### config.mk
export PLATFORM = sky130hd
export DESIGN_NAME = multi_stack_shared_pool
export DESIGN_NICKNAME = d
export VERILOG_FILES = /design/src/rtl/core/msp_pkg.sv /design/src/rtl/core/msp_ram.sv /design/src/rtl/core/msp_tops.sv /design/src/rtl/core/multi_stack_shared_pool.sv
export SDC_FILE = /design/constraint.sdc
export NUM_CORES = 1
export LEC_CHECK = 0
export BUFFER_PORTS_ARGS = -buffer_cell sky130_fd_sc_hd__clkbuf_2
export CAP_MARGIN = 30
export CORE_ASPECT_RATIO = 0.6
export CORE_MARGIN = 2
export CORE_UTILIZATION = 60
export DETAILED_ROUTE_END_ITERATION = 8
export MAX_ROUTING_LAYER = met4
export PLACE_DENSITY = 0.88
export SLEW_MARGIN = 20
export SYNTH_ARGS = -nofsm -noshare
export SYNTH_HDL_FRONTEND = slang
export SYNTH_SLANG_ARGS = --single-unit
export TNS_END_PERCENT = 5
### constraint.sdc
create_clock -name clk -period 8.2 [get_ports clk]
set_input_delay 1.64 -clock clk [delete_from_list [all_inputs] [get_ports clk]]
set_output_delay 1.64 -clock clk [all_outputs]
set_load 0.02 [all_outputs]
### src/rtl/core/msp_pkg.sv
// ----------------------------------------------------------------------------
// msp_pkg
// Shared types and constants for the multi-stack shared-pool block: command
// and response beat layouts, action and status codes, the underflow value and default sizes.
// ----------------------------------------------------------------------------
package msp_pkg;

  localparam int DEF_STACKS = 4;
  localparam int DEF_SLOTS  = 16;
  localparam int VALUE_W    = 32;

  localparam logic ACT_PUSH = 1'b0;
  localparam logic ACT_POP  = 1'b1;

  localparam logic [1:0] ST_DONE      = 2'd0;
  localparam logic [1:0] ST_OVERFLOW  = 2'd1;
  localparam logic [1:0] ST_UNDERFLOW = 2'd2;

  localparam logic signed [VALUE_W-1:0] UNDERFLOW_VALUE = 32'sh7FFF_FFFF;

  typedef struct packed {
    logic                      action;
    logic [1:0]                stack_select;
    logic signed [VALUE_W-1:0] push_value;
  } msp_cmd_t;

  typedef struct packed {
    logic [1:0]                status;
    logic signed [VALUE_W-1:0] popped_value;
    logic                      pool_full;
    logic                      selected_empty;
  } msp_rsp_t;

endpackage

### src/rtl/core/msp_ram.sv
// ----------------------------------------------------------------------------
// msp_ram
// Simple dual-port synchronous RAM: one write port, one read port with a
// registered read. Read data holds while re is low.
// ----------------------------------------------------------------------------
module msp_ram #(
  parameter int W = 32,
  parameter int D = 16
) (
  input  logic                 clk,
  input  logic                 we,
  input  logic [$clog2(D)-1:0] waddr,
  input  logic [W-1:0]         wdata,
  input  logic                 re,
  input  logic [$clog2(D)-1:0] raddr,
  output logic [W-1:0]         rdata
);

  logic [W-1:0] mem [D];

  always_ff @(posedge clk) begin
    if (we) begin
      mem[waddr] <= wdata;
    end
  end

  always_ff @(posedge clk) begin
    if (re) begin
      rdata <= mem[raddr];
    end
  end

endmodule

### src/rtl/core/msp_tops.sv
// ----------------------------------------------------------------------------
// msp_tops
// Top-of-stack pointer store: one entry per stack in a synchronous memory,
// with a valid bit per entry so that every stack reads as empty after reset.
// ----------------------------------------------------------------------------
module msp_tops #(
  parameter int STACKS = 4,
  parameter int SLOTS  = 16,
  parameter int ISW    = (STACKS > 1) ? $clog2(STACKS) : 1,
  parameter int PW     = $clog2(SLOTS + 1)
) (
  input  logic           clk,
  input  logic           rst,
  input  logic           we,
  input  logic [ISW-1:0] widx,
  input  logic [PW-1:0]  wdata,
  input  logic           re,
  input  logic [ISW-1:0] ridx,
  output logic [PW-1:0]  rdata
);

  localparam logic [PW-1:0] NIL = PW'(SLOTS);

  logic [PW-1:0]     mem [STACKS];
  logic [STACKS-1:0] valid;
  logic [PW-1:0]     rd_mem;
  logic              rd_valid;

  always_ff @(posedge clk) begin
    if (we) begin
      mem[widx] <= wdata;
    end
    if (re) begin
      rd_mem <= mem[ridx];
    end
  end

  always_ff @(posedge clk) begin
    if (rst) begin
      valid    <= '0;
      rd_valid <= 1'b0;
    end else begin
      if (we) begin
        valid[widx] <= 1'b1;
      end
      if (re) begin
        rd_valid <= valid[ridx];
      end
    end
  end

  // an entry never written reads as an empty stack
  assign rdata = rd_valid ? rd_mem : NIL;

endmodule

### src/rtl/core/multi_stack_shared_pool.sv
// ----------------------------------------------------------------------------
// multi_stack_shared_pool
// Several stacks sharing one pool of slots. Each slot has a value and a link;
// free slots form a free list. Push takes the free-list head and links it on
// top of the chosen stack; pop unlinks the top slot and returns it to the
// free list.
// ----------------------------------------------------------------------------
//
//  channel | direction | beat      | handshake
//  --------+-----------+-----------+----------------------
//  cmd     | in        | msp_cmd_t | cmd_valid / cmd_ready
//  rsp     | out       | msp_rsp_t | rsp_valid / rsp_ready
//
// A push beat or a failed pop loads its response from the read state, once the
// output register is free; a successful pop first makes two dependent reads
// (top pointer, then the link and value of that slot) through the registered
// memory ports and loads its response from the pop state. One
// command is worked at a time; cmd_ready is high only while
// idle, including while a response waits in the output register.
// Reset clears the stack valid bits, the free-list head and the fill mark;
// no clearing pass is needed, so commands are taken the cycle after reset.
// A stalled response holds the sequencer in its last step until it drains.
// ----------------------------------------------------------------------------
module multi_stack_shared_pool #(
  parameter int STACKS = msp_pkg::DEF_STACKS,
  parameter int SLOTS  = msp_pkg::DEF_SLOTS
) (
  input  logic             clk,
  input  logic             rst,
  input  logic             cmd_valid,
  output logic             cmd_ready,
  input  msp_pkg::msp_cmd_t cmd,
  output logic             rsp_valid,
  input  logic             rsp_ready,
  output msp_pkg::msp_rsp_t rsp
);
  import msp_pkg::*;

  localparam int AW  = $clog2(SLOTS);
  localparam int PW  = $clog2(SLOTS + 1);
  localparam int ISW = (STACKS > 1) ? $clog2(STACKS) : 1;
  // null pointer: one past the last slot
  localparam logic [PW-1:0] NIL = PW'(SLOTS);

  localparam logic [1:0] S_IDLE = 2'd0;
  localparam logic [1:0] S_READ = 2'd1;
  localparam logic [1:0] S_POP  = 2'd2;

  logic [1:0]        state, state_next;
  msp_cmd_t          cmd_q;
  logic              sel_ok;
  logic [PW-1:0]     free_head, free_head_next;
  // slots at or above the fill mark were never handed out; their link is
  // implicitly the next slot, as in the chained free list after reset
  logic [PW-1:0]     water, water_next;
  logic [PW-1:0]     link_addr;
  logic [PW-1:0]     top;

  logic              accept;
  logic              can_emit;
  logic              emit;
  msp_rsp_t          rsp_next;

  logic              tops_we, tops_re;
  logic [ISW-1:0]    tops_ridx, sel_idx;
  logic [PW-1:0]     tops_wdata, tops_rd;

  logic              link_we, link_re;
  logic [PW-1:0]     link_waddr, link_raddr, link_wdata, link_rd;
  logic [PW-1:0]     link_raw, link_next;

  logic              val_we, val_re;
  logic [AW-1:0]     val_addr_w, val_addr_r;
  logic [VALUE_W-1:0] val_rd;

  logic              top_nil, fh_nil;

  msp_tops #(
    .STACKS (STACKS),
    .SLOTS  (SLOTS),
    .ISW    (ISW),
    .PW     (PW)
  ) u_tops (
    .clk   (clk),
    .rst   (rst),
    .we    (tops_we),
    .widx  (sel_idx),
    .wdata (tops_wdata),
    .re    (tops_re),
    .ridx  (tops_ridx),
    .rdata (tops_rd)
  );

  msp_ram #(
    .W (PW),
    .D (SLOTS)
  ) u_links (
    .clk   (clk),
    .we    (link_we),
    .waddr (link_waddr[AW-1:0]),
    .wdata (link_wdata),
    .re    (link_re),
    .raddr (link_raddr[AW-1:0]),
    .rdata (link_rd)
  );

  msp_ram #(
    .W (VALUE_W),
    .D (SLOTS)
  ) u_values (
    .clk   (clk),
    .we    (val_we),
    .waddr (val_addr_w),
    .wdata (cmd_q.push_value),
    .re    (val_re),
    .raddr (val_addr_r),
    .rdata (val_rd)
  );

  assign cmd_ready = (state == S_IDLE);
  assign accept    = cmd_valid && cmd_ready;
  assign can_emit  = !rsp_valid || rsp_ready;
  assign tops_ridx = ISW'(cmd.stack_select);
  assign sel_idx   = ISW'(cmd_q.stack_select);

  assign top_nil = (tops_rd >= NIL);
  assign fh_nil  = (free_head >= NIL);

  // link of the slot last read: fresh slots chain to their neighbour
  assign link_raw  = (link_addr >= water) ? link_addr + PW'(1) : link_rd;
  assign link_next = (link_raw >= NIL) ? NIL : link_raw;

  always_comb begin
    state_next     = state;
    free_head_next = free_head;
    water_next     = water;
    emit           = 1'b0;
    rsp_next       = '0;
    tops_we        = 1'b0;
    tops_re        = 1'b0;
    tops_wdata     = tops_rd;
    link_we        = 1'b0;
    link_re        = 1'b0;
    link_waddr     = free_head;
    link_wdata     = tops_rd;
    link_raddr     = free_head;
    val_we         = 1'b0;
    val_re         = 1'b0;
    val_addr_w     = free_head[AW-1:0];
    val_addr_r     = tops_rd[AW-1:0];

    case (state)
      S_IDLE: begin
        if (accept) begin
          // fetch the addressed top and the link behind the free-list head
          tops_re    = 1'b1;
          link_re    = 1'b1;
          link_raddr = free_head;
          state_next = S_READ;
        end
      end

      S_READ: begin
        if (cmd_q.action == ACT_PUSH) begin
          if (can_emit) begin
            emit       = 1'b1;
            state_next = S_IDLE;
            if (!sel_ok || fh_nil) begin
              rsp_next.status         = ST_OVERFLOW;
              rsp_next.pool_full      = fh_nil;
              rsp_next.selected_empty = !sel_ok || top_nil;
            end else begin
              // link the free-list head on top of the stack and fill it
              link_we        = 1'b1;
              link_waddr     = free_head;
              link_wdata     = tops_rd;
              val_we         = 1'b1;
              val_addr_w     = free_head[AW-1:0];
              tops_we        = 1'b1;
              tops_wdata     = free_head;
              free_head_next = link_next;
              if (free_head >= water) begin
                water_next = free_head + PW'(1);
              end
              rsp_next.status         = ST_DONE;
              rsp_next.pool_full      = (link_next == NIL);
              rsp_next.selected_empty = 1'b0;
            end
          end
        end else begin
          if (!sel_ok || top_nil) begin
            if (can_emit) begin
              emit                    = 1'b1;
              state_next              = S_IDLE;
              rsp_next.status         = ST_UNDERFLOW;
              rsp_next.popped_value   = UNDERFLOW_VALUE;
              rsp_next.pool_full      = fh_nil;
              rsp_next.selected_empty = 1'b1;
            end
          end else begin
            // second dependent read: link and value of the top slot
            link_re    = 1'b1;
            link_raddr = tops_rd;
            val_re     = 1'b1;
            val_addr_r = tops_rd[AW-1:0];
            state_next = S_POP;
          end
        end
      end

      S_POP: begin
        if (can_emit) begin
          emit           = 1'b1;
          state_next     = S_IDLE;
          // unlink the top slot and push it onto the free list
          tops_we        = 1'b1;
          tops_wdata     = link_next;
          link_we        = 1'b1;
          link_waddr     = top;
          link_wdata     = free_head;
          free_head_next = top;
          rsp_next.status         = ST_DONE;
          rsp_next.popped_value   = $signed(val_rd);
          rsp_next.pool_full      = 1'b0;
          rsp_next.selected_empty = (link_next == NIL);
        end
      end

      default: begin
        state_next = S_IDLE;
      end
    endcase
  end

  always_ff @(posedge clk) begin
    if (rst) begin
      state     <= S_IDLE;
      free_head <= '0;
      water     <= '0;
      rsp_valid <= 1'b0;
    end else begin
      state     <= state_next;
      free_head <= free_head_next;
      water     <= water_next;
      if (emit) begin
        rsp_valid <= 1'b1;
      end else if (rsp_ready) begin
        rsp_valid <= 1'b0;
      end
    end
  end

  // payload registers: hold the command, the stack-select check, the last link address, the top and the response
  always_ff @(posedge clk) begin
    if (accept) begin
      cmd_q  <= cmd;
      sel_ok <= (int'(cmd.stack_select) < STACKS);
    end
    if (link_re) begin
      link_addr <= link_raddr;
    end
    if (state == S_READ) begin
      top <= tops_rd;
    end
    if (emit) begin
      rsp <= rsp_next;
    end
  end

endmodule

==> Word-level counts from Yosys, hierarchy flattened <==
Memory sizes are Yosys's and may differ from the RTL's. A register that Yosys moved wholly into a read port is not among the register bits.
Index checks and enable logic that the tools add are counted.
{ "word_totals": {"ramBits": 612, "n_memories": 3, "in_bits": 39, "elab_cells": 107, "reg_bits": 99} }
{ "mem_list": {"columns": ["memory", "words", "word_bits", "read_ports", "rd_ports_with_merged_regs", "wr", "line", "source"], "rows": [
  ["u_values.mem", 16, 32, 1, 1, 1, "msp_ram.sv:19", "logic [W-1:0] mem [D];"],
  ["u_links.mem", 16, 5, 1, 1, 1, "msp_ram.sv:19", null],
  ["u_tops.mem", 4, 5, 1, 1, 1, "msp_tops.sv:24", "logic [PW-1:0] mem [STACKS];"]
]} }
{ "op_classes": {"eq_ne": 7, "muxes": 60, "n_bitwise": 3, "magnitude_cmp": 8, "reduce_logical": 9, "add_sub_neg": 2} }
{ "op_table": {"columns": ["op", "count"], "rows": [
  ["$mux 5", 16],
  ["$mux 36", 2],
  ["$pmux 36 s2", 1],
  ["$mux 34", 1],
  ["$mux 32", 1],
  ["$mux 1", 22],
  ["$pmux 5 s2", 2],
  ["$mux 2", 8],
  ["$ge 5x5->1 const B", 3],
  ["$add 5x1->5 const B", 2],
  ["$ge 5x5->1", 2],
  ["$lt 2x3->1 const B", 2],
  ["$ne 2x2->1 const B", 3],
  ["$pmux 1 s2", 3],
  ["$pmux 2 s3", 1],
  ["$eq 5x5->1 const B", 1],
  ["$reduce_and 5->1", 1],
  ["$mux 4", 1],
  ["$or 4x4->4", 1],
  ["$reduce_and 4->1", 1],
  ["$reduce_bool 2->1", 2],
  ["$bmux 1 s2", 1],
  ["$demux 1 s2", 1],
  ["$eq 2x1->1 const B", 1],
  ["other kinds (8)", 10]
]} }

==> Depth between registers and ports, before layout <==
{ "logic_depth": {"word_depth": 9, "mapped_depth": 11, "ltp_nobuf": 9} }

==> By module <==
From an unflattened synthesis, not the netlist that was laid out.
{ "hier_totals": {"cells_unflattened": 1375, "area_unflattened_um2": 28757.6} }
{ "modules_own_cells": {"columns": ["mod", "cells_each", "seq_area_each_um2", "area_each_um2", "n_inst"], "rows": [
  ["msp_ram (u_values)", 838, 16335.7, 20155.6, 1],
  ["multi_stack_shared_pool", 324, 2692.6, 4206.5, 1],
  ["msp_ram (u_links)", 155, 2552.4, 3263.1, 1],
  ["msp_tops", 58, 850.8, 1132.3, 1]
]} }

==> Worst setup path before layout <==
Ideal clock, no wire load.
{ "synth_path": {"path_type": "input-to-reg", "from": "in rsp_ready", "to": "mem u_values.mem[3][0], enable pin", "t_arrival_ns": 4.422, "setup_slack_ns": 3.317, "stages": 4, "t_required_ns": 7.739, "cell_sequence": "nor2b_1 > nor2_1 > nand2_1 > nor3_1"} }
{ "synth_via": {"elab_chain_cells": 6} }
{ "synth_lines": {"columns": ["item", "line", "source"], "rows": [
  ["start, declared", "multi_stack_shared_pool.sv:34", "input logic rsp_ready,"],
  ["$logic_or 1x1->1", "multi_stack_shared_pool.sv:122", "assign can_emit = !rsp_valid || rsp_ready;"],
  ["$mux 1", "multi_stack_shared_pool.sv:165", "if (can_emit) begin"],
  ["$mux 1", "multi_stack_shared_pool.sv:164", "if (cmd_q.action == ACT_PUSH) begin"],
  ["$mux 1", "multi_stack_shared_pool.sv:152", "case (state)"],
  ["$mux 1", "msp_ram.sv:22", "if (we) begin"],
  ["$mux 1 (not written as such)", "msp_ram.sv:23", "mem[waddr] <= wdata;"],
  ["end, declared", "msp_ram.sv:19", null]
]} }
Every way passes these cells.

==> Worst setup path in the final report <==
{ "layout_path": {"from": "reg state[1]", "to": "reg u_links.rdata[4] (read register of u_links.mem), data pin"} }
{ "layout_via": {"elab_chain_cells": 4} }
{ "layout_lines": {"columns": ["item", "line", "source"], "rows": [
  ["start, declared", "multi_stack_shared_pool.sv:49", "logic [1:0] state, state_next;"],
  ["start signal, assigned", "multi_stack_shared_pool.sv:242", "state <= state_next;"],
  ["$logic_not 2->1", "multi_stack_shared_pool.sv:120, multi_stack_shared_pool.sv:152", null],
  ["$logic_and 1x1->1", "multi_stack_shared_pool.sv:121", "assign accept = cmd_valid && cmd_ready;"],
  ["$mux 1", "multi_stack_shared_pool.sv:154", "if (accept) begin"],
  ["$pmux 1 s2", "multi_stack_shared_pool.sv:152", null],
  ["end, declared", "msp_ram.sv:16", "output logic [W-1:0] rdata"]
]} }
Several ways; a longest one is shown, not always the timed one.
A chain may end at the register's enable or synchronous reset.

==> out/qor.txt <==
Leak = 11.0 nW
WL final = 69.4 mm
Number of hold-repair buffers added at the cts stage = 0
Core box area = 0.0483 mm2
Clk buf depth = 3
Worst setup SP type = register
CTS tree = built
Main combinational cell family by area after synthesis = compound AO/OA/AOI/OAI gates
Seq/Total Area, Yosys = 75.8%
Vias in the first global route = 15,900
Tot GR Track Use = 27.4%
Fraction of the mapped netlist area in adder cells = 0.803%
Fin nets = 1,867
Post-route ant nets = 0
Inserted Diodes = 0
Grt ovf = 0
Ys Warns = 0
Via count = 16,800
Die footprint = 0.0512 mm2
Setup-failing EPs final = 0
Total power = 0.00747 W
Antenna violations before repair = 1
Hpwl dp = 40.4 mm
Syn avg cell area = 17.0 um2
H-tree depth = 2
VDD IR max = 0.180 mV
Port-buffer cells = 76
Post-Syn Instances = 1,745
Die height = 176 um
Clock Root Buffer = clkbuf_16
Yosys top cell area share = 74.5%
Number of remaining DRC errors = 0
CP required = 8550 ps
Peak Freq = 0.270 GHz
Crit path time final = 3710 ps
Worst-Margin Slew = 1000 ps
Post CTS Setup Buffer Count = 0
Tcrit/Tclk final = 45.2%
Area share of and/or/nand/nor cells after synthesis = 3.39%
Gpl congestion = 0.937
Drt via density = 6.72
Post-synth ARST share = 0%
RSZ-0062 raised after global routing = false
Largest net degree at the start of global routing = 133
Crit end category = register
Skew-Pair Late Insertion Delay = 620 ps
Cell row count = 62
CP Data Arrival Time = 4060 ps
Most common library cells after synthesis = edfxtp_1, mux2_2, nand2_1, a21oi_1, clkbuf_1
Worst-path clk slew = 60 ps
XOR/XNOR Fraction of Synth Area = 0.177%
Syn Nets = 1,803
Multiplexer share of the synthesized area = 8.52%
CP max FO = 23
Most common cell in the netlist = edfxtp_1
Synth Flop Type = edfxtp_1
Dpl cell area = 0.0307 mm2
1st-iter DRT viols = 2,592
CTS Sinks = 753
Fin Hold WS = 472 ps
Yosys cell types = 53
Most area-hungry cell type in the Yosys netlist = edfxtp_1
Synthesis-to-finish area growth = 11.2%
Hold WC Path Type = reg -> reg
Status = finished clean
Synth Register Bits = 753
Critical path class = reg -> reg
Total CTS buffers = 61
Post-CTS sizing = 0
Synth Area in Compound Gates = 9.47%
Design Area, Final = 0.0329 mm2
Die X = 291 um
Final Hold Viols = 0
TNS Setup = 0 ps
Max cap viols = 0
DRT Pass-1 Iters = 5
Synth area leaders = edfxtp_1, mux2_2, a221o_1
First-pass GRT wire length = 102 mm
Clock skew = 24.7 ps
Post-Syn Area = 0.0296 mm2
Final slew viol count = 0
Slew headroom = 33.1%
IO Count = 77
Initial core utilization = 61.4%
Power density cells = 227 mW/mm2
Wire per inst = 27.8 um
Share of layout cells above drive strength 1 = 21.7%
Number of flops mapped to enable cells by yosys = 735
-- flip-flops by register name, indices dropped and copies added, names as in the netlist, 2 cells and up --
signal          cells
link_addr           5
u_tops.mem         20
rsp                36
u_values.rdata     32
sel_idx             2
top                 5
u_links.rdata       5
water               5
state               2
free_head           5
u_links.mem        80
cmd_q              33
u_values.mem      512
u_tops.rd_mem       5
u_tops.valid        4
-- critical path, stage by stage (launching register included) --
cell and delay, ps:
dfxtp_1 340, inv_1 110, ha_1 600, nand4b_4 380, mux2i_4 720, inv_1 550, nand2_1 200, a221oi_1 90
a21oi_1 270, mux2i_1 160
-- where the power goes --
group	switching (W)	total (W)	internal, W
clock	0.00132	0.00287	0.00155
sequential	0.0000697	0.00433	0.00426
combinational	0.000172	0.000271	0.0000988
total	0.00156	0.00747	0.00591
-- metrics by stage --
stage          worst slack (ps)  cells  utilization [%]
3_5_place_dp               4050   2373             63.6
4_1_cts                    4600   2486             67.6
2_1_floorplan              3320   1745                -
3_3_place_gp               4200   2372             63.5
6_report                   4490   2499             68.3
5_1_grt                    4250   2499             68.3
-- final timing paths --
path,start,endpoint,slack [ps],depth (start not counted)
setup / recovery,state[1],u_links.rdata[4],4490,9
hold / removal,u_tops.valid[3],u_tops.valid[3],470,2
setup reg to reg,state[1],u_links.rdata[4],4490,9
hold reg to reg,u_tops.valid[3],u_tops.valid[3],470,2
-- placed cells by master (no fill, tap or decap), drive strengths merged, types with 3 or more instances in the layout --
| cell | n |
|---|---|
| mux2 | 161 |
| dfxtp | 18 |
| a21o | 33 |
| a31oi | 8 |
| a221oi | 33 |
| nor2 | 52 |
| mux2i | 42 |
| edfxtp | 735 |
| and2 | 4 |
| o21ai | 54 |
| mux4 | 11 |
| o31ai | 7 |
| nor2b | 3 |
| inv | 26 |
| nor3 | 14 |
| o32ai | 32 |
| nand2b | 7 |
| a21oi | 98 |
| o22ai | 4 |
| clkbuf | 149 |
| nor3b | 6 |
| a22oi | 47 |
| a221o | 64 |
| clkinv | 30 |
| nand3 | 9 |
| and3 | 3 |
| bufinv | 6 |
| a211oi | 4 |
| nand2 | 119 |
| ha | 19 |
| buf | 35 |
| xnor2 | 5 |
| nand4 | 5 |
-- cell families (layout without fill, tap and decap cells) --
| logic type | count (synthesis) | count (layout) |
|---|---|---|
| simple gates | 228 | 228 |
| buf+inv | 133 | 247 |
| xor+xnor | 6 | 6 |
| compound gates | 392 | 392 |
| fa+ha+maj | 19 | 19 |
| flops | 753 | 753 |
| mux | 214 | 214 |
-- layer usage --
metal | GRT usage, % | vias up | routed length (um)
met4 | 7.97 | 0 | 1920
met3 | 5.15 | 146 | 8000
met1 | 39.7 | 8400 | 27700
li1 | - | 7098 | -
met2 | 40.4 | 1157 | 31800
met5 | - | - | 0
-- final cells by class --
class / count / area (um2)
Timing Repair Buffer: 111 / 896
Clock buffer: 73 / 1570
Multi-Input combinational cell: 859 / 6790
Inverter: 23 / 91.3
Clock inverter: 40 / 355
Fill cell: 2942 / 15300
Tap cell: 640 / 801
Sequential cell: 753 / 22400
No activity file was read; power rests on OpenSTA's default activity.
